## config.mk

```make
export PLATFORM = sky130hd
export DESIGN_NAME = cgnpm_ram
export DESIGN_NICKNAME = d
export VERILOG_FILES = /design/src/hw/rtl/cgnpm_ram.sv
export SDC_FILE = /design/constraint.sdc
export NUM_CORES = 1
export LEC_CHECK = 0
export BUFFER_PORTS_ARGS = -buffer_cell sky130_fd_sc_hd__buf_2
export CAP_MARGIN = 20
export CORE_ASPECT_RATIO = 1.1
export CORE_MARGIN = 2
export CORE_UTILIZATION = 30
export DETAILED_ROUTE_END_ITERATION = 10
export GPL_ROUTABILITY_DRIVEN = 0
export SYNTH_ARGS = -nofsm -noshare
export SYNTH_HDL_FRONTEND = slang
export SYNTH_SLANG_ARGS = --single-unit
```

## constraint.sdc

```tcl
create_clock -name clock -period 1.8 [get_ports clock]
set_clock_uncertainty 0.05 [all_clocks]
set_input_delay 0.36 -clock clock [delete_from_list [all_inputs] [get_ports clock]]
set_output_delay 0.36 -clock clock [all_outputs]
set_load 0.05 [all_outputs]
```

## src/hw/rtl/cgnpm_ram.sv

```systemverilog
// Generic simple dual port RAM: one write port, one registered read port.
// No dependencies.
module cgnpm_ram #(
   parameter int unsigned WIDTH = 8,
   parameter int unsigned DEPTH = 16
) (
   input  logic                     clock,
   input  logic                     wr_en,
   input  logic [$clog2(DEPTH)-1:0] wr_addr,
   input  logic [WIDTH-1:0]         wr_data,
   input  logic                     rd_en,
   input  logic [$clog2(DEPTH)-1:0] rd_addr,
   output logic [WIDTH-1:0]         rd_data
);

   logic [WIDTH-1:0] mem_ff [DEPTH];
   logic [WIDTH-1:0] rd_data_ff;

   // Write port
   always_ff @(posedge clock) begin
      if (wr_en) begin
         mem_ff[wr_addr] <= wr_data;
      end
   end

   // Registered read port
   always_ff @(posedge clock) begin
      if (rd_en) begin
         rd_data_ff <= mem_ff[rd_addr];
      end
   end

   assign rd_data = rd_data_ff;

endmodule
```

==> impl.org <==
** Finish
- Total area of multi-input combinational cells :: 1060 µm²
- From synthesis to final layout, the design area changed by 24.5%.
- Of the cells placed in the final design, the portion with a size suffix greater than 1 is 33.9%.
- Number of nets in the final layout :: 311
- Non-filler instance count after layout :: 538
- The number of antenna diodes in the final layout is 0.
- The filler cells instantiated in the layout total 1566.
- Sequential cell area in the final layout :: 4080 µm²

** Run status
- Status :: finished, final reports clean

** Synth
- Summing the areas of all fa, ha and maj instances in the mapped netlist gives 0% of the synthesized area.
- Among all flip-flop cells after synthesis, the most frequent one is sky130_fd_sc_hd__edfxtp_1.
- Summing the areas of all compound-gate instances in the mapped netlist gives 2.30% of the synthesized area.
- Number of synthesized register bits :: 136
- Post-synthesis instance area :: 5230 µm²
- Of the total synthesized cell area, the portion taken by AND, OR, NAND and NOR gates is 3.14%.
- The number of different library cells used by synthesis comes to 18.
- Combinational family with the most area after synthesis :: multiplexers
- Post-synthesis cell count :: 229
- Post-synthesis mux area share :: 14.8%
- Summing the sequential cell areas from Yosys gives 78.1% of the chip area.
- Avg Inst Size Synth :: 22.8 µm²
- After Yosys synthesis, XOR and XNOR cells account for 0% of the synthesized area.
- Yosys printed 0 warnings.
- Counting flops with a built-in enable in the synthesized netlist gives 136.
- Total nets after synthesis :: 248
- In the synthesized netlist the async set-or-reset flop fraction comes to 0%.

** Hold path
- HP Start :: rd_en
- Counting instances, the worst hold path has a depth of 1.
- In this run the worst hold path is classified as in2reg.
- For hold timing, the worst endpoint is rd_data[7]$_DFFE_PP_.

** Critical path
- Along the worst path, the maximum fanout reaches 12.
- Data on the critical path is required at its endpoint by 1.90 ns.
- Setup Crit Path Kind :: in2reg
- For the worst setup path, the data arrival time is 1.70 ns.
- The worst register-to-register path ends at rd_data[1]$_DFFE_PP_.
- Register-to-register path setup slack :: 0.26 ns
- Setup crit start kind :: input pin
- Reg-to-reg startpoint :: mem_ff[9][1]$_DFFE_PP_
- STA classifies the critical path endpoint as a register.
- Cells on worst reg2reg path :: 3

** Route
- DRC violation count after routing :: 0
- The first TritonRoute pass finished after 4 iterations.
- After detailed routing, the total wire length is 10.5 mm.
- After detailed routing, the number of vias per cell comes to 4.65.
- Post-detailed-route wirelength per cell :: 19.5 µm
- Antenna viol nets, final :: 0
- In this run, the number of DRC markers left after iteration 0 of detailed routing was 170.
- The final route contains 2502 vias.

** Floorplanning
- Initial core utilization :: 30.7%
- The die covers 18500 µm².
- Number of rows in the core area :: 50
- In this run the vertical extent of the chip is 142 µm.
- Die outline width :: 130 µm
- # IOs :: 27
- Placeable core region :: 17000 µm²

** Place
- Once detailed placement completed, the half-perimeter wirelength came to 6.93 mm.
- Dpl cells :: 507
- The count of buffers added on input and output ports is 26.

** Flow run
- Reported max-cap violation count :: 0

** STA
- Finish-stage setup viols :: 0
- Top achievable clock speed :: 624 MHz
- The worst path uses 89.1% of the clock period.
- After routing, the total negative slack on setup checks comes to 0 ns.
- The total count of hold-check failures in the final report was 0.
- Subtracting the final worst setup slack from the clock period gives 1.60 ns.
- The worst pin sits at a relative slew slack of 58.2%.
- Setup repair after global routing left no endpoint under its margin.
- At the pin with the least slew margin, the transition time is 0.625 ns.
- Final Max Slew Viols :: 0

** Clock network
- Worst-skew pair later-pin latency :: 0.41 ns
- Root buf cell :: sky130_fd_sc_hd__clkbuf_16
- Buffers added to address setup during post-CTS repair amount to 0.
- The clock drives 136 sinks.
- After clock tree synthesis, the clock-pin slew on the worst setup and hold paths is 0.06 ns.
- Number of H-tree levels :: 4
- Post-CTS Resized :: 0
- TritonCTS clock tree :: yes
- The number of clock buffers added by TritonCTS is 17.
- Largest buffer count on any clock path :: 2
- Hold bufs inserted after CTS :: 0

** Power
- The analysis attributes to cell leakage a power of 2.19 nW.
- Dividing total power by cell area gives a power density of 1200 nW/µm².
- Maximum VDD drop :: 0.000678 V

** Global route
- Initial antenna violation count :: 0
- GR Util All Layers :: 12.4%
- The number of global-route vias before repair came to 2643.
- Maximum number of pins on one net before global-route repair :: 17
- Global-route wire length before repair :: 16.1 mm
- Global routing finished with a remaining overflow of 0.
==> placed cells by master (no fill, tap or decap), types with 5 or more instances in the layout <==
master                         n
sky130_fd_sc_hd__edfxtp_1    136
sky130_fd_sc_hd__buf_2        26
sky130_fd_sc_hd__buf_4        22
sky130_fd_sc_hd__mux4_2       18
sky130_fd_sc_hd__clkbuf_16    17
sky130_fd_sc_hd__a22oi_1      16
sky130_fd_sc_hd__mux4_1       14
sky130_fd_sc_hd__nor2_1       13
sky130_fd_sc_hd__nand2_1       9
sky130_fd_sc_hd__bufinv_16     6
sky130_fd_sc_hd__buf_12        6
sky130_fd_sc_hd__clkinvlp_4    5
==> cell families after synthesis <==
| group | Yosys count |
|---|---|
| multiplexers | 32 |
| flip-flops | 136 |
| AO/OA/AOI/OAI | 16 |
| buffers and inverters | 10 |
| AND/OR/NAND/NOR | 35 |
==> metrics by stage <==
step / util [%] / power, mW / worst slack (ns) / hold slack (ns) / area [µm²]
2_1_floorplan: - / 3.88 / 0.108 / 0.409 / 5230
3_3_place_gp: 34.4 / 4.06 / -0.227 / 0.697 / 5850
3_5_place_dp: 34.4 / 4.07 / -0.221 / 0.696 / 5850
4_1_cts: 38.3 / 7.89 / 0.221 / 0.262 / 6510
5_1_grt: 38.3 / 8.05 / 0.161 / 0.261 / 6510
6_report: 38.3 / 7.81 / 0.197 / 0.278 / 6510
==> metal layers <==
layer	wire length, µm	GRT usage, %	vias to the layer above
met2	5260	20.2	53
met5	0	0	-
li1	-	-	1108
met4	117	4.07	0
met3	352	3.68	12
met1	4740	15.9	1329
==> power by group <==
part | switching, mW | internal [mW] | leakage (nW)
Clock | 1.24 | 2.57 | 0.302
Combinational | 0.245 | 0.162 | 0.647
Sequential | 0.0214 | 3.57 | 1.24
Total | 1.51 | 6.30 | 2.19
==> worst max-delay path, cell delays in order <==
cell and delay [ns]:
sky130_fd_sc_hd__buf_2 0.14, sky130_fd_sc_hd__buf_12 0.16, sky130_fd_sc_hd__buf_12 0.12, sky130_fd_sc_hd__mux4_1 0.54
sky130_fd_sc_hd__a22oi_1 0.27, sky130_fd_sc_hd__nand2_1 0.09
==> final cells by class <==
class / instances / area share, %
flip-flops and latches: 136 / 62.7
multi-input cells: 83 / 16.3
clock buffers: 17 / 6.53
repair buffers: 54 / 6.38
well taps: 234 / 4.50
clock inverters: 14 / 3.54
==> worst max path at each step <==
| stage | start | end | slack [ns] | depth (start not counted) |
|---|---|---|---|---|
| after floorplan | rd_addr[0] | rd_data[1]$_DFFE_PP_ | 0.11 | 5 |
| after global placement | rd_addr[0] | rd_data[2]$_DFFE_PP_ | -0.23 | 6 |
| after detailed placement | rd_addr[0] | rd_data[2]$_DFFE_PP_ | -0.22 | 6 |
| after CTS | rd_addr[0] | rd_data[2]$_DFFE_PP_ | 0.22 | 6 |
| after global routing | rd_addr[0] | rd_data[1]$_DFFE_PP_ | 0.16 | 6 |
| final | rd_addr[0] | rd_data[1]$_DFFE_PP_ | 0.20 | 6 |
==> sequential cells by signal (all words and copies together), names as in the netlist <==
name	cells
mem_ff	128
rd_data	8
==> cell usage after synthesis (2+ instances only) <==
library cell	instances	area share, %
sky130_fd_sc_hd__edfxtp_1	136	78
sky130_fd_sc_hd__mux4_2	18	7.8
sky130_fd_sc_hd__a22oi_1	16	2.3
sky130_fd_sc_hd__mux4_1	14	7.0
sky130_fd_sc_hd__nor2_1	13	0.93
sky130_fd_sc_hd__nand2_1	9	0.65
sky130_fd_sc_hd__nor3_1	4	0.38
sky130_fd_sc_hd__buf_2	3	0.29
sky130_fd_sc_hd__buf_6	3	0.65
sky130_fd_sc_hd__clkdlybuf4s25_2	3	0.57
sky130_fd_sc_hd__nand2b_1	2	0.24
sky130_fd_sc_hd__nand3b_1	2	0.29
Power figures use the tool's default switching activity.
